$ cat src/design/assert_macros.svh
`ifndef ASSERT_MACROS_SVH
`define ASSERT_MACROS_SVH

// Concurrent assertion on the rising clock edge, switched off during reset.
`define VAB_ASSERT(label, prop, msg) \
   label: assert property (@(posedge clock) disable iff (reset) (prop)) \
      else $error(msg);

// Concurrent assertion on the rising clock edge that also holds during reset.
`define VAB_ASSERT_ALWAYS(label, prop, msg) \
   label: assert property (@(posedge clock) (prop)) \
      else $error(msg);

`endif

$ cat src/design/vab_pkg.sv
`default_nettype none

package vab_pkg;

   // Field widths.
   localparam int COORD_WIDTH = 16;
   localparam int ANGLE_WIDTH = 16;

   // CORDIC depth, limited to the length of the arctangent table.
   localparam int CORDIC_STAGES = 16;
   localparam int TABLE_LEN     = 32;
   localparam int STAGE_COUNT   = (CORDIC_STAGES > TABLE_LEN) ? TABLE_LEN : CORDIC_STAGES;
   localparam int STAGE_IDX_W   = $clog2(TABLE_LEN);

   // Components are scaled by 2^PRESCALE_BITS; three guard bits cover the
   // half-turn negation, the diagonal length and the CORDIC gain.
   localparam int PRESCALE_BITS = 24;
   localparam int CALC_W        = COORD_WIDTH + PRESCALE_BITS + 3;

   // Directions are fractions of a full turn.
   localparam int          TURN_W    = 32;
   localparam logic [31:0] HALF_TURN = 32'h8000_0000;

   // Arctangent of 2^-i as a fraction of a full turn.
   localparam logic [TURN_W-1:0] ATAN_TURN [TABLE_LEN] = '{
      32'h20000000, 32'h12E4051E, 32'h09FB385B, 32'h051111D4,
      32'h028B0D43, 32'h0145D7E1, 32'h00A2F61E, 32'h00517C55,
      32'h0028BE53, 32'h00145F2F, 32'h000A2F98, 32'h000517CC,
      32'h00028BE6, 32'h000145F3, 32'h0000A2FA, 32'h0000517D,
      32'h000028BE, 32'h0000145F, 32'h00000A30, 32'h00000518,
      32'h0000028C, 32'h00000146, 32'h000000A3, 32'h00000051,
      32'h00000029, 32'h00000014, 32'h0000000A, 32'h00000005,
      32'h00000003, 32'h00000001, 32'h00000001, 32'h00000000
   };

   // One vector on its way through the CORDIC chain.
   typedef struct packed {
      logic signed [CALC_W-1:0] x;
      logic signed [CALC_W-1:0] y;
      logic [TURN_W-1:0]        z;
   } vab_vec_type;

   // What each stage hands to its neighbor.
   typedef struct packed {
      logic        valid;
      logic        zero;
      vab_vec_type a;
      vab_vec_type b;
   } vab_pipe_type;

endpackage

`default_nettype wire

$ cat src/design/vab_finish.sv
`default_nettype none

module vab_finish
   import vab_pkg::*;
(
   input  wire logic                    clock,
   input  wire logic                    reset,
   input  wire logic                    advance,
   input  vab_pipe_type                 pipe_in,
   output logic                         out_valid,
   output logic [ANGLE_WIDTH-1:0]       out_angle,
   output logic                         out_zero
);

   localparam int                ROUND_SHIFT = TURN_W - ANGLE_WIDTH;
   localparam logic [TURN_W:0]   HALF_LSB    = (TURN_W + 1)'((64'd1 << ROUND_SHIFT) >> 1);

   logic                   valid_ff;
   logic [ANGLE_WIDTH-1:0] angle_ff;
   logic [ANGLE_WIDTH-1:0] angle_in;
   logic                   zero_ff;
   logic [TURN_W-1:0]      diff;
   logic [TURN_W:0]        rounded;

   // Difference of the two directions modulo a turn, rounded half-up.
   always_comb begin
      diff    = pipe_in.b.z - pipe_in.a.z;
      rounded = {1'b0, diff} + HALF_LSB;
      if (pipe_in.zero) begin
         angle_in = '0;
      end else begin
         angle_in = rounded[ROUND_SHIFT +: ANGLE_WIDTH];
      end
   end

   always_ff @(posedge clock) begin
      if (reset) begin
         valid_ff <= 1'b0;
      end else if (advance) begin
         valid_ff <= pipe_in.valid;
      end
   end

   always_ff @(posedge clock) begin
      if (advance) begin
         angle_ff <= angle_in;
         zero_ff  <= pipe_in.zero;
      end
   end

   assign out_valid = valid_ff;
   assign out_angle = angle_ff;
   assign out_zero  = zero_ff;

endmodule

`default_nettype wire

$ cat config.mk
export PLATFORM = sky130hd
export DESIGN_NAME = vab_finish
export DESIGN_NICKNAME = d
export VERILOG_FILES = /design/src/design/assert_macros.svh /design/src/design/vab_pkg.sv /design/src/design/vab_finish.sv
export SDC_FILE = /design/constraint.sdc
export NUM_CORES = 1
export LEC_CHECK = 0
export ABC_AREA = 1
export BUFFER_PORTS_ARGS = -buffer_cell sky130_fd_sc_hd__buf_2
export CAP_MARGIN = 40
export CORE_AREA = 4 4 97 99
export DETAILED_ROUTE_END_ITERATION = 10
export DIE_AREA = 0 0 101 103
export GPL_TIMING_DRIVEN = 0
export PLACE_DENSITY = 0.77
export RECOVER_POWER = 100
export SLEW_MARGIN = 30
export SYNTH_ARGS = -nofsm -noshare
export SYNTH_HDL_FRONTEND = slang
export SYNTH_SLANG_ARGS = --single-unit
$ cat constraint.sdc
create_clock -name clock -period 1.9 [get_ports clock]
set_input_delay 0 -clock clock [delete_from_list [all_inputs] [get_ports clock]]
set_output_delay 0 -clock clock [all_outputs]
set_load 0.1 [all_outputs]
==> flow_summary.yaml <==
die:
  die_h_um: 103
  die_w_um: 101
  core_mm2: 0.00855
  io_pins: 259
  die-area_mm2: 0.0104
  initial_core_util_pct: 37.2
  num_rows: 34
placement:
  gp_congestion: 0.872
  post-place-ws_ns: -0.188
  place_inst: 734
  dp.final_hpwl_um: 7160
  io_buffer_count: 86
synthesis:
  syn-cell-area_mm2: 0.00318
  synth_cell_types: 23
  synth_adder_area_share_pct: 23.2
  synth_nets: 840
  synth_compound_area_share_pct: 7.00
  syn_avg_cell_area_um2: 5.89
  syn_inst: 540
  synth_simple_gate_area_share_pct: 38.2
  synth_top_family_by_area: "simple AND/OR/NAND/NOR gates"
  synthMuxAreaShare_pct: 0.314
  ys_seq_area_share_pct: 16.7
  yosysWarningCount: 0
  synthXorXnorAreaFrac_pct: 0.550
  ys_seq_elements: 18
detailed_routing:
  vias_per_cell: 4.63
  routed_wl_um: 8230
  dr_wl_met3_um: 569
  vias: 3434
  drtIter0Drc: 171
  route.layer.met1.wl_um: 3680
  drtAntennaViolNets: 0
  route.met2.wl_um: 3810
  avgRoutedWirePerCell_um: 11.1
  drtPass1Iterations: 4
  remaining_drc_errors: 0
  top_layer: "met4"
critical_path:
  path_common_cell: "nand2_1"
  crit_path_end_kind: "flip-flop"
  cp.arrival_ns: 1.75
  cp_slowest_cell: "ha_1"
  worst-setup-path-type: "input pin to flip-flop"
  cp_cell_sequence: "buf_2 > ha_1 > ha_1 > nand2_1 > nor2_4 > nand2_1 > nor4_1 > nand2_1 > a21oi_2 > nor2_1"
  worstSetupStartpointType: "input pin"
  critPathMaxStageDelay_ns: 0.36
  cp_max_fo: 4
  crit_required_ns: 1.93
sta:
  finalCritPeriodShare_pct: 90.9
  rsz0062_at_grt: "false"
  slew_violations: 0
  relSlewSlack_pct: 22.2
  worst_pin_slew_ns: 1.17
  setup_viol_count_final: 0
  finalHoldViolations: 0
  worst_clock_skew_ns: 0
  setup_ws_ns: 0.173
  fin_crit_ns: 1.73
  fmax_mhz: 579
pwr:
  total_power_mw: 2.19
  power_per_cell_area_mw_per_mm2: 570
  p_leak_nw: 2.32
  vdd_ir_drop_max_mv: 0.273
global_route:
  grt_overflow: 0
  grt_max_degree: 19
  grt_pass1_vias: 3213
  grt_usage_pct: 16.0
  grt_pass1_wl_um: 13700
  antenna_found_initial: 0
cells_and_area:
  area_delta_synth_final_pct: 20.6
  layout_commonest_cell: "nand2_1"
  fillers: 920
  antenna_cells: 0
  final_nets: 934
  drive_gt1_share_pct: 13.7
  layoutNonFillerInstCount: 741
  layout_common_cells: "nand2_1 (184), inv_1 (116), buf_2 (67), nor2_1 (61), ha_1 (59)"
clock_network:
  cts_setup_buffers: 0
  cts_tree: "done"
  clk_path_buf_depth: 2
  cts_root_buffer: "clkbuf_8"
  path_clk_slew_ns: 0.07
  htreeDepth: 1
  clk_latency_ns: 0.26
  cts_buffers: 3
  clock-sinks: 18
run_status:
  status: "completed"
worst_hold_path:
  hp-class: "input pin to flip-flop"
run:
  timing.max_cap.violations: 0
-- Yosys cell counts, drive strengths merged --
cell / n / area share (%)
nand2: 189 / 23
inv: 118 / 14
nor2: 65 / 8.0
ha: 59 / 23
a21oi: 31 / 4.9
nand3: 28 / 4.4
edfxtp: 17 / 16
nor3: 10 / 2.1
o21ai: 9 / 1.4
and2: 4 / 0.79
nor4: 2 / 0.39
o21bai: 2 / 0.47
xnor2: 2 / 0.55
a21boi: 1 / 0.24
clkbuf: 1 / 0.12
dfxtp: 1 / 0.63
mux2i: 1 / 0.31
-- routing by layer --
metal | vias to the layer above | track usage [%]
met1 | 1465 | 20.2
met3 | 13 | 1.15
li1 | 1860 | -
met4 | 0 | 5.01
met5 | - | 0
met2 | 96 | 29.0
-- layout make-up --
cell class              count  area, um^2  area share, %
multi-input cells         403        2240           58.2
flip-flops and latches     18         531           13.8
inverters                 118         443           11.5
repair buffers             89         437           11.4
well taps                 108         135           3.52
clock buffers               4        55.1           1.43
plain buffers               1        3.75         0.0978
-- worst paths after layout --
path	start	to	slack (ns)	depth (start not counted)
worst max register to register	out_valid$_SDFFE_PP0P_	out_valid$_SDFFE_PP0P_	0.77	3
worst min-delay path	pipe_in[149]	out_angle[15]$_SDFFCE_PP0P_	0.21	4
worst max-delay path	pipe_in[25]	out_angle[14]$_SDFFCE_PP0P_	0.17	10
worst min register to register	out_valid$_SDFFE_PP0P_	out_valid$_SDFFE_PP0P_	1.03	3
-- registers in the layout (all words and copies together) (netlist names) --
register	flops
out_angle	16
out_valid	1
out_zero	1
-- cell families after synthesis --
| family | count (synthesis) |
|---|---|
| AO/OA/AOI/OAI | 43 |
| XOR/XNOR | 2 |
| adder cells (fa/ha/maj) | 59 |
| flip-flops | 18 |
| AND/OR/NAND/NOR | 298 |
| multiplexers | 1 |
| buffers and inverters | 119 |
-- repair_timing --
action / in CTS / in global routing
gates resized for setup: 0 / 9
hold buffers: 3 / 0
setup endpoints to repair: 0 / 5
hold endpoints to repair: 2 / 0
-- critical path: cells and delay by family --
family,cells,cell delay [ns]
adders and majority gates,2,0.64
and+or+nand+nor,6,0.86
buffers and inverters,1,0.10
AOI/OAI and AO/OA,1,0.16
-- stage by stage --
stage / util, % / TNS, ns / hold slack (ns) / area (um^2)
global placement: 43.8 / -0.803 / 0.162 / 3750
finish: 44.9 / 0 / 0.213 / 3840
detailed placement: 43.8 / -0.810 / 0.167 / 3750
floorplan: - / 0 / 0.0724 / 3180
CTS: 44.8 / 0 / 0.212 / 3830
global route: 44.9 / 0 / 0.259 / 3840
-- where the power goes --
part,switching (mW),internal (mW)
logic,0.980,0.371
registers,0.0117,0.496
clock network,0.147,0.185
total,1.14,1.05
Note: power is estimated with default switching activity, not from simulation.
