**config.mk**
```make
export PLATFORM = sky130hd
export DESIGN_NAME = vab_prep
export DESIGN_NICKNAME = d
export VERILOG_FILES = /design/src/design/assert_macros.svh /design/src/design/vab_pkg.sv /design/src/design/vab_prep.sv
export SDC_FILE = /design/constraint.sdc
export NUM_CORES = 1
export LEC_CHECK = 0
export ABC_CLOCK_PERIOD_IN_PS = 2100
export BUFFER_PORTS_ARGS = -buffer_cell sky130_fd_sc_hd__buf_2
export CORE_AREA = 2 2 118 120
export DETAILED_ROUTE_END_ITERATION = 6
export DIE_AREA = 0 0 120 122
export HOLD_SLACK_MARGIN = 0.06
export PLACE_DENSITY_LB_ADDON = 0.12
export SYNTH_ARGS = -nofsm -noshare
export SYNTH_HDL_FRONTEND = slang
export SYNTH_SLANG_ARGS = --single-unit
```
**constraint.sdc**
```tcl
create_clock -name clock -period 2.1 [get_ports clock]
set_input_delay 0.42 -clock clock [delete_from_list [all_inputs] [get_ports clock]]
set_output_delay 0.42 -clock clock [all_outputs]
set_load 0.02 [all_outputs]
```
**src/design/assert_macros.svh**
```systemverilog
`ifndef ASSERT_MACROS_SVH
`define ASSERT_MACROS_SVH

// Concurrent assertion on the rising clock edge, switched off during reset.
`define VAB_ASSERT(label, prop, msg) \
   label: assert property (@(posedge clock) disable iff (reset) (prop)) \
      else $error(msg);

// Concurrent assertion on the rising clock edge that also holds during reset.
`define VAB_ASSERT_ALWAYS(label, prop, msg) \
   label: assert property (@(posedge clock) (prop)) \
      else $error(msg);

`endif

```
**src/design/vab_pkg.sv**
```systemverilog
`default_nettype none

package vab_pkg;

   // Field widths.
   localparam int COORD_WIDTH = 16;
   localparam int ANGLE_WIDTH = 16;

   // CORDIC depth, limited to the length of the arctangent table.
   localparam int CORDIC_STAGES = 16;
   localparam int TABLE_LEN     = 32;
   localparam int STAGE_COUNT   = (CORDIC_STAGES > TABLE_LEN) ? TABLE_LEN : CORDIC_STAGES;
   localparam int STAGE_IDX_W   = $clog2(TABLE_LEN);

   // Components are scaled by 2^PRESCALE_BITS; three guard bits cover the
   // half-turn negation, the diagonal length and the CORDIC gain.
   localparam int PRESCALE_BITS = 24;
   localparam int CALC_W        = COORD_WIDTH + PRESCALE_BITS + 3;

   // Directions are fractions of a full turn.
   localparam int          TURN_W    = 32;
   localparam logic [31:0] HALF_TURN = 32'h8000_0000;

   // Arctangent of 2^-i as a fraction of a full turn.
   localparam logic [TURN_W-1:0] ATAN_TURN [TABLE_LEN] = '{
      32'h20000000, 32'h12E4051E, 32'h09FB385B, 32'h051111D4,
      32'h028B0D43, 32'h0145D7E1, 32'h00A2F61E, 32'h00517C55,
      32'h0028BE53, 32'h00145F2F, 32'h000A2F98, 32'h000517CC,
      32'h00028BE6, 32'h000145F3, 32'h0000A2FA, 32'h0000517D,
      32'h000028BE, 32'h0000145F, 32'h00000A30, 32'h00000518,
      32'h0000028C, 32'h00000146, 32'h000000A3, 32'h00000051,
      32'h00000029, 32'h00000014, 32'h0000000A, 32'h00000005,
      32'h00000003, 32'h00000001, 32'h00000001, 32'h00000000
   };

   // One vector on its way through the CORDIC chain.
   typedef struct packed {
      logic signed [CALC_W-1:0] x;
      logic signed [CALC_W-1:0] y;
      logic [TURN_W-1:0]        z;
   } vab_vec_type;

   // What each stage hands to its neighbor.
   typedef struct packed {
      logic        valid;
      logic        zero;
      vab_vec_type a;
      vab_vec_type b;
   } vab_pipe_type;

endpackage

`default_nettype wire

```
**src/design/vab_prep.sv**
```systemverilog
`default_nettype none

module vab_prep
   import vab_pkg::*;
(
   input  wire logic                          clock,
   input  wire logic                          reset,
   input  wire logic                          advance,
   input  wire logic                          in_valid,
   input  wire logic signed [COORD_WIDTH-1:0] a_x,
   input  wire logic signed [COORD_WIDTH-1:0] a_y,
   input  wire logic signed [COORD_WIDTH-1:0] b_x,
   input  wire logic signed [COORD_WIDTH-1:0] b_y,
   output vab_pipe_type                       pipe_out
);

   logic         valid_ff;
   vab_pipe_type data_ff;
   vab_pipe_type data_in;

   // Scale a vector and turn it by half a turn when it lies left of the y-axis.
   function automatic vab_vec_type vab_start(logic signed [COORD_WIDTH-1:0] cx,
                                             logic signed [COORD_WIDTH-1:0] cy);
      vab_vec_type              v;
      logic signed [CALC_W-1:0] wx;
      logic signed [CALC_W-1:0] wy;
      wx = CALC_W'(cx) <<< PRESCALE_BITS;
      wy = CALC_W'(cy) <<< PRESCALE_BITS;
      if (cx < 0) begin
         v.x = -wx;
         v.y = -wy;
         v.z = HALF_TURN;
      end else begin
         v.x = wx;
         v.y = wy;
         v.z = '0;
      end
      return v;
   endfunction

   // Start values for both vectors and the zero-vector flag.
   always_comb begin
      data_in       = '0;
      data_in.a     = vab_start(a_x, a_y);
      data_in.b     = vab_start(b_x, b_y);
      data_in.zero  = ((a_x == '0) && (a_y == '0)) || ((b_x == '0) && (b_y == '0));
      data_in.valid = in_valid;
   end

   always_ff @(posedge clock) begin
      if (reset) begin
         valid_ff <= 1'b0;
      end else if (advance) begin
         valid_ff <= in_valid;
      end
   end

   always_ff @(posedge clock) begin
      if (advance) begin
         data_ff <= data_in;
      end
   end

   always_comb begin
      pipe_out       = data_ff;
      pipe_out.valid = valid_ff;
   end

endmodule

`default_nettype wire

```
==> parameters.txt, run 1 <==
Parameter                              Value

Floorplanning
  IO Pins ... 306
  Initial Util ... 36.7%
  Die Height ... 122 um
  Number of placement rows ... 43
  Width of the chip ... 120 um
  Core region area ... 13500 um^2
  Die area ... 14600 um^2

STA
  Final worst clock skew ... 0 ns
  Tightest slew margin relative to the limit ... 65.0%
  Unrepaired setup endpoints after global routing ... no
  Upper clock frequency limit ... 570 MHz
  Fin. max-slew vios ... 0
  Worst hold slack across all endpoints ... 0.246 ns
  Worst Tran Pin Value ... 0.520 ns
  Ratio of final minimum period to clock period ... 83.6%
  Setup-failing EPs final ... 0
  Tmin final ... 1.75 ns
  Fin. Hold Viols ... 0

Worst hold path
  Cell depth of the worst hold path ... 2
  Endpoint of the worst hold-timing path ... valid_ff$_SDFFE_PP0P_
  Hold Path Class ... in -> reg
  Min-delay src ... reset

Synth
  Number of flops mapped to enable cells by yosys ... 79
  Post-synthesis sequential area ratio ... 48.3%
  Number of distinct library cell variants in the gate-level netlist after synthesis ... 34
  Syn Area/Cell ... 11.3 um^2
  Leading area contributor after synthesis ... edfxtp_1
  Flip-flop and latch count after synthesis ... 80
  Biggest area contributors in the synthesized netlist ... edfxtp_1, buf_4, xnor2_1, o21ai_0, o31ai_1
  Combined area of all synthesized cells ... 4950 um^2
  Yosys warnings ... 0
  Cell count after synthesis ... 438
  Area share of the leading cell type in the synthesized netlist ... 47.9%
  Fraction of synthesis flops using an asynchronous set or reset pin ... 0%
  Leading register cell type out of synthesis ... edfxtp_1

Clock tree
  Root buffer selected by CTS ... clkbuf_16
  CTS tree ... done
  Number of levels in the clock H-tree ... 3
  Clock-pin slew on the worst setup and hold paths ... 0.06 ns
  Clock buffer count from CTS ... 9
  Sink Count ... 80
  Buffer count from post-CTS setup fixing ... 0
  Number of buffers on the longest clock path ... 2
  Later-pin clock latency in the skew report ... 0.33 ns
  Total of hold buffers inserted after clock tree synthesis ... 0
  Count of instances resized after the clock tree is built ... 0

Cells and area
  Post-route cell area ... 5690 um^2
  Net total in the final layout ... 678
  Antenna diode count ... 0
  Filler instances ... 1317
  Area growth syn-to-layout ... 14.9%
  Share of post-route cells with drive strength above 1 ... 30.0%
  Core Util, Final ... 42.1%

Global route
  Leftover overflow at the end of global routing ... 0
  Global-route wire length before repair ... 14700 um
  Initial antenna violation count ... 0
  Largest net degree at the start of global routing ... 81
  Vias in the first global route ... 2807
  Overall track demand over capacity in global routing ... 13.3%

Routing
  Number of vias per cell ... 4.05
  Pre-antenna DRT Iters ... 4
  Number of nets with antenna violations after detailed routing ... 0
  Vias ... 3193
  Routed WL per cell ... 12.7 um
  Routed Wire Length ... 10000 um
  Violation count after the first detailed-routing iteration ... 179
  Final routed DRC violation total ... 0

Worst setup path
  Internal reg-to-reg setup slack ... 1.52 ns
  CP Capture Type ... register
  Worst setup startpoint ... b_y[11]
  Crit path arrival time ... 1.83 ns
  End of the worst register-to-register path ... valid_ff$_SDFFE_PP0P_
  Critical path class ... in -> reg
  Sort of element at the start of the critical path ... primary input
  Biggest fanout along the worst timing path ... 3
  Required time reported for the critical path endpoint ... 2.17 ns
  FF-to-FF Start ... valid_ff$_SDFFE_PP0P_
  Reg2reg path depth ... 2

Place
  Area post-placement ... 5410 um^2
  Detailed placement HPWL ... 7800 um
  RD Place Congestion ... 0.768
  Number of port buffers ... 147

Power and ir drop
  Leak ... 2.50 nW
  Pwr dens ... 784 nW/um^2
  Highest ir drop seen on vdd ... 0.345 mV
  Final total power ... 4.46 mW

Run
  Max-Cap Viols ... 0

Outcome
  Result of the run ... finished, final reports clean
worst max path at each step:
stage | to | slack [ns]
5_1_grt | pipe_out[231]$_DFFE_PP_ | 0.26
4_1_cts | pipe_out[72]$_DFFE_PP_ | 0.36
2_1_floorplan | pipe_out[185]$_DFFE_PP_ | 0.21
3_3_place_gp | pipe_out[72]$_DFFE_PP_ | -0.003
6_report | pipe_out[72]$_DFFE_PP_ | 0.35
3_5_place_dp | pipe_out[112]$_DFFE_PP_ | -0.007
metrics by stage:
step	cells	TNS [ns]	setup slack, ns
3_3_place_gp	775	-0.00575	-0.00312
2_1_floorplan	601	0	0.211
5_1_grt	789	0	0.259
4_1_cts	789	0	0.355
6_report	789	0	0.345
3_5_place_dp	775	-0.0178	-0.00726
routing by layer:
| layer | vias up | share of wire [%] | global-route usage, % |
|---|---|---|---|
| li1 | 1537 | - | - |
| met1 | 1476 | 39 | 15.4 |
| met2 | 171 | 50 | 23.0 |
| met3 | 9 | 9.1 | 3.79 |
| met4 | 0 | 1.2 | 5.51 |
| met5 | - | 0 | 0 |
report_power, final:
group          internal [mW]  total (mW)  switching [mW]
logic                  0.265       0.981           0.716
registers               1.95        1.98          0.0366
clock network          0.903        1.49           0.591
registers in the layout (all words and copies together) (netlist names):
signal    flops
valid_ff      1
pipe_out     79
worst max-delay path, stage by stage:
cell	delay [ns]
buf_2	0.11
or4_4	0.54
or3_4	0.37
nor3_1	0.25
o21ai_0	0.14
cells in the mapped netlist, drive strengths merged (4+ instances only):
library cell,count
nand2,25
edfxtp,79
nand4b,4
nor2,10
or4,4
o31ai,15
o41ai,8
o21ai,24
nor4,9
inv,12
nand2b,6
xnor2,51
buf,159
clkbuf,6
ha,4
nor3,4
layout by cell type (no fill, tap or decap), types with 2 or more instances in the layout:
cell type	Yosys	layout
o41ai_2	2	2
inv_1	12	12
nor3_1	4	4
or4_4	2	2
nor4_1	8	8
buf_4	159	12
clkbuf_16	0	9
ha_1	4	4
or3_4	2	2
nand2_1	25	25
a31oi_1	2	2
nand3_1	3	3
xor2_1	3	3
nand2b_1	6	6
buf_2	0	146
o41ai_1	6	6
o31ai_4	2	2
o31ai_1	13	13
o21ai_0	22	22
conb_1	1	164
nand4b_1	4	4
xnor2_1	51	51
edfxtp_1	79	79
or4_1	2	2
nor2_1	10	10
cells by family (layout without fill, tap and decap cells):
logic type,after synthesis,in the layout,synth area share (%)
other,1,164,0.0757
buffers and inverters,177,185,25.5
AND/OR/NAND/NOR,70,70,7.78
AO/OA/AOI/OAI,51,51,7.58
multiplexers,1,1,0.202
XOR/XNOR,54,54,9.55
adder cells (fa/ha/maj),4,4,1.01
flip-flops,80,80,48.3
layout make-up:
cell class                      count  area, um^2  area share (%)
Clock inverter                      4        47.5           0.836
Sequential cell                    80        2390            42.0
Timing Repair Buffer              159         841            14.8
Tap cell                          180         225            3.96
Inverter                           12        45.0           0.792
Clock buffer                       10         229            4.02
Multi-Input combinational cell    344        1910            33.6
(Power assumes the default switching activity.)
==> inputs of run 2 (changes only) <==
--- a/config.mk
+++ b/config.mk
@@ -5,11 +5,12 @@
 export SDC_FILE = /design/constraint.sdc
 export NUM_CORES = 1
 export LEC_CHECK = 0
-export ABC_CLOCK_PERIOD_IN_PS = 2100
+export ABC_AREA = 1
+export ABC_CLOCK_PERIOD_IN_PS = 1600
 export BUFFER_PORTS_ARGS = -buffer_cell sky130_fd_sc_hd__buf_2
-export CORE_AREA = 2 2 118 120
+export CORE_MARGIN = 2
+export CORE_UTILIZATION = 40
 export DETAILED_ROUTE_END_ITERATION = 6
-export DIE_AREA = 0 0 120 122
 export HOLD_SLACK_MARGIN = 0.06
 export PLACE_DENSITY_LB_ADDON = 0.12
 export SYNTH_ARGS = -nofsm -noshare
==> constraint.sdc (replaced) <==
create_clock -name clock -period 1.6 [get_ports clock]
set_input_delay 0.32 -clock clock [delete_from_list [all_inputs] [get_ports clock]]
set_output_delay 0.32 -clock clock [all_outputs]
set_load 0.02 [all_outputs]
==> parameters.txt, run 2 <==
Parameter                              Value

Synth
  Simple-gate share of the synthesized area ... 22.3%
  Most frequent cells after synthesis ... buf_4, nand2_1, edfxtp_1
  Leading area contributor after synthesis ... edfxtp_1
  Number of flops mapped to enable cells by yosys ... 79
  Cell count after synthesis ... 623
  Area share of the leading cell type in the synthesized netlist ... 43.5%
  Xor and xnor fraction of the mapped netlist area ... 4.34%
  Most numerous cell in the Yosys netlist ... buf_4
  Combined area of all synthesized cells ... 5450 um^2
  Syn Area/Cell ... 8.75 um^2
  Flip-flop and latch count after synthesis ... 80
  Biggest area contributors in the synthesized netlist ... edfxtp_1, buf_4, nand2_1, nand3_1, inv_1
  Compound-cell area share of the yosys netlist ... 1.35%
  Fraction of the mapped netlist area in adder cells ... 0.918%
  Main combinational cell family by area after synthesis ... buffers and inverters
  Fraction of synthesis flops using an asynchronous set or reset pin ... 0%
  Multiplexer share of the synthesized area ... 0.184%
  Number of distinct library cell variants in the gate-level netlist after synthesis ... 30
  Post-synthesis sequential area ratio ... 43.9%
  Yosys warnings ... 0
  Leading register cell type out of synthesis ... edfxtp_1

STA
  Worst hold slack across all endpoints ... 0.137 ns
  Ratio of final minimum period to clock period ... 78.7%
  Tmin final ... 1.26 ns
  Final worst clock skew ... 0 ns
  Setup-failing EPs final ... 0
  Fin. max-slew vios ... 0
  Unrepaired setup endpoints after global routing ... no
  Fin. Hold Viols ... 0
  Upper clock frequency limit ... 794 MHz

Clock tree
  Number of buffers on the longest clock path ... 2
  Count of instances resized after the clock tree is built ... 0
  Root buffer selected by CTS ... clkbuf_16
  Later-pin clock latency in the skew report ... 0.34 ns
  Clock buffer count from CTS ... 9
  Total of hold buffers inserted after clock tree synthesis ... 0
  Sink Count ... 80
  Number of levels in the clock H-tree ... 3
  Clock-pin slew on the worst setup and hold paths ... 0.06 ns
  Buffer count from post-CTS setup fixing ... 0
  CTS tree ... done

Worst setup path
  Required time reported for the critical path endpoint ... 1.70 ns
  CP Capture Type ... register
  Sort of element at the start of the critical path ... primary input
  Biggest fanout along the worst timing path ... 5
  Crit path arrival time ... 1.36 ns
  Critical path class ... in -> reg

Global route
  Overall track demand over capacity in global routing ... 14.3%
  Initial antenna violation count ... 0
  Vias in the first global route ... 3436
  Global-route wire length before repair ... 16200 um
  Leftover overflow at the end of global routing ... 0
  Largest net degree at the start of global routing ... 39

Floorplanning
  Width of the chip ... 121 um
  Number of placement rows ... 42
  Die area ... 14600 um^2
  Initial Util ... 41.0%
  IO Pins ... 306
  Die Height ... 121 um
  Core region area ... 13300 um^2

Cells and area
  Number of flip-flops under the largest register name ... 79
  Antenna diode count ... 0
  Area growth syn-to-layout ... 12.6%
  Core Util, Final ... 46.1%
  Most common cell after layout, fill and taps aside ... conb_1
  Commonest cells after routing, fill and taps aside ... conb_1, nand2_1, buf_2
  Non-Filler Instances ... 966
  Net total in the final layout ... 857
  Filler instances ... 1327
  Share of post-route cells with drive strength above 1 ... 24.7%
  Post-route cell area ... 6130 um^2

Routing
  Pre-antenna DRT Iters ... 7
  Routed WL per cell ... 11.4 um
  Final routed DRC violation total ... 0
  Vias ... 3974
  Routed Wire Length ... 11000 um
  Number of vias per cell ... 4.11
  Number of nets with antenna violations after detailed routing ... 0
  Violation count after the first detailed-routing iteration ... 216

Place
  Placed instance count ... 950
  Area post-placement ... 5850 um^2
  Number of port buffers ... 147
  Detailed placement HPWL ... 8770 um
  RD Place Congestion ... 0.842

Power and ir drop
  Highest ir drop seen on vdd ... 0.520 mV
  Pwr dens ... 966 nW/um^2
  Leak ... 3.12 nW

Worst hold path
  Hold Path Class ... in -> reg

Outcome
  Result of the run ... finished, final reports clean

Run
  Max-Cap Viols ... 0
run 2: cell types whose count changed after synthesis, moves of 8 or more:
cell     delta
inv_1      +42
nand2_1   +124
xnor2_1    -41
nand3_1    +39
xor2_1     +14
o31ai_1    -13
nand4_1     +8
nor4_1      -8
o21ai_0    -14
nor2_1     +35
run 2: final timing paths:
path | startpoint | endpoint | slack (ns) | cells after the start
max | a_x[1] | pipe_out[231]$_DFFE_PP_ | 0.34 | 10
min | reset | valid_ff$_SDFFE_PP0P_ | 0.14 | 2
min reg2reg | valid_ff$_SDFFE_PP0P_ | valid_ff$_SDFFE_PP0P_ | 0.50 | 2
max reg2reg | valid_ff$_SDFFE_PP0P_ | valid_ff$_SDFFE_PP0P_ | 1.02 | 2
run 2: cell families (layout without fill, tap and decap cells):
logic type | Yosys count | after routing
multiplexers | 1 | 1
buffers and inverters | 224 | 228
AND/OR/NAND/NOR | 273 | 273
other | 1 | 164
adder cells (fa/ha/maj) | 4 | 4
flip-flops | 80 | 80
AO/OA/AOI/OAI | 13 | 13
XOR/XNOR | 27 | 27
run 2: power breakdown:
| group | leakage, nW | internal [mW] | switching [mW] | total [mW] |
|---|---|---|---|---|
| Combinational | 2.20 | 0.338 | 1.00 | 1.34 |
| Clock | 0.138 | 1.19 | 0.803 | 2.00 |
| Sequential | 0.779 | 2.54 | 0.0484 | 2.59 |
run 2: worst max-delay path, stage by stage:
cell     delay [ns]
buf_2          0.10
inv_1          0.10
ha_1           0.19
inv_1          0.07
nor3_2         0.14
nand2_1        0.08
nand2_1        0.15
nand3_1        0.10
nand2_1        0.07
nand2_1        0.05
run 2: area by class of cell:
| type | instances | area (um^2) | area share [%] |
|---|---|---|---|
| multi-input combinational | 482 | 2200 | 35.9 |
| clock inverter | 5 | 47.5 | 0.775 |
| inverter | 57 | 216 | 3.53 |
| clock buffer | 11 | 233 | 3.79 |
| sequential | 80 | 2390 | 39.0 |
| timing repair buffer | 155 | 823 | 13.4 |
| tap | 176 | 220 | 3.59 |
run 2: stage by stage:
stage	setup slack [ns]	setup TNS, ns	total power [mW]
floorplan	0.270	0	3.84
global placement	0.0149	0	3.96
detailed placement	-0.0430	-0.0430	3.98
CTS	0.328	0	6.01
global route	0.165	0	6.21
finish	0.341	0	5.92
run 2: metal layers:
layer	global-route usage, %	wire (um)
met1	18.1	4580
met2	22.2	5170
met3	5.66	1080
met4	5.38	134
met5	0	0
==> inputs of run 3 (changes only) <==
--- a/config.mk
+++ b/config.mk
@@ -6,7 +6,7 @@
 export NUM_CORES = 1
 export LEC_CHECK = 0
 export ABC_AREA = 1
-export ABC_CLOCK_PERIOD_IN_PS = 1600
+export ABC_CLOCK_PERIOD_IN_PS = 1030
 export BUFFER_PORTS_ARGS = -buffer_cell sky130_fd_sc_hd__buf_2
 export CORE_MARGIN = 2
 export CORE_UTILIZATION = 40
==> constraint.sdc (replaced) <==
create_clock -name clock -period 1.03 [get_ports clock]
set_input_delay 0.206 -clock clock [delete_from_list [all_inputs] [get_ports clock]]
set_output_delay 0.206 -clock clock [all_outputs]
set_load 0.02 [all_outputs]
==> parameters.txt, run 3 (same netlist as run 2, synthesis figures left out) <==
Parameter                              Value

Outcome
  Result of the run ... finished with violations
  Violations in the final reports ... negative setup slack

Worst setup path
  CP Capture Type ... output port
  Critical path class ... reg -> out
  Required time reported for the critical path endpoint ... 0.82 ns
  Termination of the worst setup path ... pipe_out[229]
  Biggest fanout along the worst timing path ... 1
  Crit path arrival time ... 0.91 ns
  Critical path's slowest cell ... edfxtp_1
  End of the worst register-to-register path ... valid_ff$_SDFFE_PP0P_
  Cell breakdown of the critical path ... buf_6
  Sort of element at the start of the critical path ... register
  Internal reg-to-reg setup slack ... 0.42 ns
  Reg2reg path depth ... 2
  Family with the most delay on the worst path ... flip-flops
  FF-to-FF Start ... valid_ff$_SDFFE_PP0P_
  CP bufs+invs ... 1
  Count of cell instances traversed by the critical path ... 1
  CP max stage delay ... 0.42 ns
  Worst setup startpoint ... pipe_out[229]$_DFFE_PP_

Global route
  Leftover overflow at the end of global routing ... 0
  Global-route wire length before repair ... 18200 um
  Largest net degree at the start of global routing ... 33
  Initial antenna violation count ... 1
  Vias in the first global route ... 3906
  Overall track demand over capacity in global routing ... 15.8%

Clock tree
  Number of levels in the clock H-tree ... 3
  Sink Count ... 80
  Root buffer selected by CTS ... clkbuf_16
  Clock-pin slew on the worst setup and hold paths ... 0.06 ns
  Clock buffer count from CTS ... 9
  CTS tree ... done
  Later-pin clock latency in the skew report ... 0.33 ns
  Number of buffers on the longest clock path ... 2

Cells and area
  Commonest cells after routing, fill and taps aside ... conb_1, nand2_1, edfxtp_1
  Number of flip-flops under the largest register name ... 79
  Area growth syn-to-layout ... 36.2%
  Antenna diode count ... 0
  Filler instances ... 1208
  Share of post-route cells with drive strength above 1 ... 34.5%
  Net total in the final layout ... 930
  Most common cell after layout, fill and taps aside ... conb_1

Routing
  Pre-antenna DRT Iters ... 4
  Routed WL per cell ... 11.9 um
  Routed Wire Length ... 12300 um
  Number of nets with antenna violations after detailed routing ... 0
  Number of vias per cell ... 4.15
  Vias ... 4309
  Final routed DRC violation total ... 0
  Violation count after the first detailed-routing iteration ... 188

STA
  Unrepaired setup endpoints after global routing ... yes
  Fin. Hold Viols ... 0
  Fin. max-slew vios ... 0
  Ratio of final minimum period to clock period ... 108%
  Upper clock frequency limit ... 899 MHz
  Worst-case setup margin in the final layout ... -0.0822 ns
  Setup-failing EPs final ... 82
  Final worst clock skew ... 0 ns
  Tmin final ... 1.11 ns

Place
  RD Place Congestion ... 0.846
  Detailed placement HPWL ... 9620 um
  Number of port buffers ... 147
  Worst setup slack before clock tree synthesis ... -0.489 ns

Floorplanning
  Core region area ... 13300 um^2
  Width of the chip ... 121 um
  Die Height ... 121 um
  Initial Util ... 41.0%
  IO Pins ... 306
  Die area ... 14600 um^2
  Number of placement rows ... 42

Power and ir drop
  Pwr dens ... 1390 nW/um^2
  Highest ir drop seen on vdd ... 0.619 mV
  Final total power ... 10.3 mW
  Leak ... 3.68 nW

Worst hold path
  Hold Path Class ... in -> reg

Run
  Max-Cap Viols ... 0
-- run 3: changes by cell type in the layout (fill, tap and decap cells not counted), moves of 6 or more --
| cell | before | now |
|---|---|---|
| buf_2 | 146 | 77 |
| buf_4 | 7 | 74 |
| buf_6 | 0 | 67 |
| inv_1 | 54 | 43 |
| nand2_1 | 149 | 143 |
-- run 3: how the worst min path moves through the flow --
stage | from | end | slack [ns] | depth (start not counted)
floorplan | reset | valid_ff$_SDFFE_PP0P_ | 0.28 | 1
global placement | reset | valid_ff$_SDFFE_PP0P_ | 0.36 | 2
detailed placement | reset | valid_ff$_SDFFE_PP0P_ | 0.37 | 2
CTS | b_y[0] | pipe_out[56]$_DFFE_PP_ | 0.07 | 1
global route | b_y[0] | pipe_out[56]$_DFFE_PP_ | 0.08 | 1
finish | b_y[0] | pipe_out[56]$_DFFE_PP_ | 0.09 | 1
-- run 3: layout make-up --
class	instances	area (um^2)	area share (%)
Clock inverter	5	78.8	1.06
Inverter	57	293	3.94
Clock buffer	11	253	3.40
Sequential cell	80	2390	32.2
Tap cell	176	220	2.97
Multi-Input combinational cell	482	2320	31.3
Timing Repair Buffer	228	1870	25.1
-- run 3: metal layers --
metal,vias up,wire length [um],GRT usage (%)
met2,202,6160,26.3
li1,2138,-,-
met4,0,186,6.10
met1,1952,4860,19.0
met3,17,1110,5.19
met5,-,0,0
-- run 3: metrics by stage --
step	hold slack, ns	cell area [um^2]	setup TNS [ns]	util, %	instances
after CTS	0.0735	7060	-4.78	53.1	1034
final	0.0930	7430	-3.17	55.9	1039
after global routing	0.0837	7430	-6.10	55.9	1039
after global placement	0.363	6560	-13.25	49.4	1017
after detailed placement	0.369	6560	-14.07	49.4	1017
after floorplan	0.278	6220	-0.709	-	786
-- run 3: what timing repair did --
action,CTS,global route
hold buffers,1,2
endpoints found under the hold margin,1,2
resized for setup,50,104
setup endpoints to repair,86,87
cloned,0,0
pin swaps,6,15
setup buffers,0,3
-- run 3: power by group --
part / internal, mW / switching (mW)
logic: 1.03 / 1.66
registers: 3.96 / 0.132
clock network: 2.25 / 1.30
total: 7.24 / 3.09
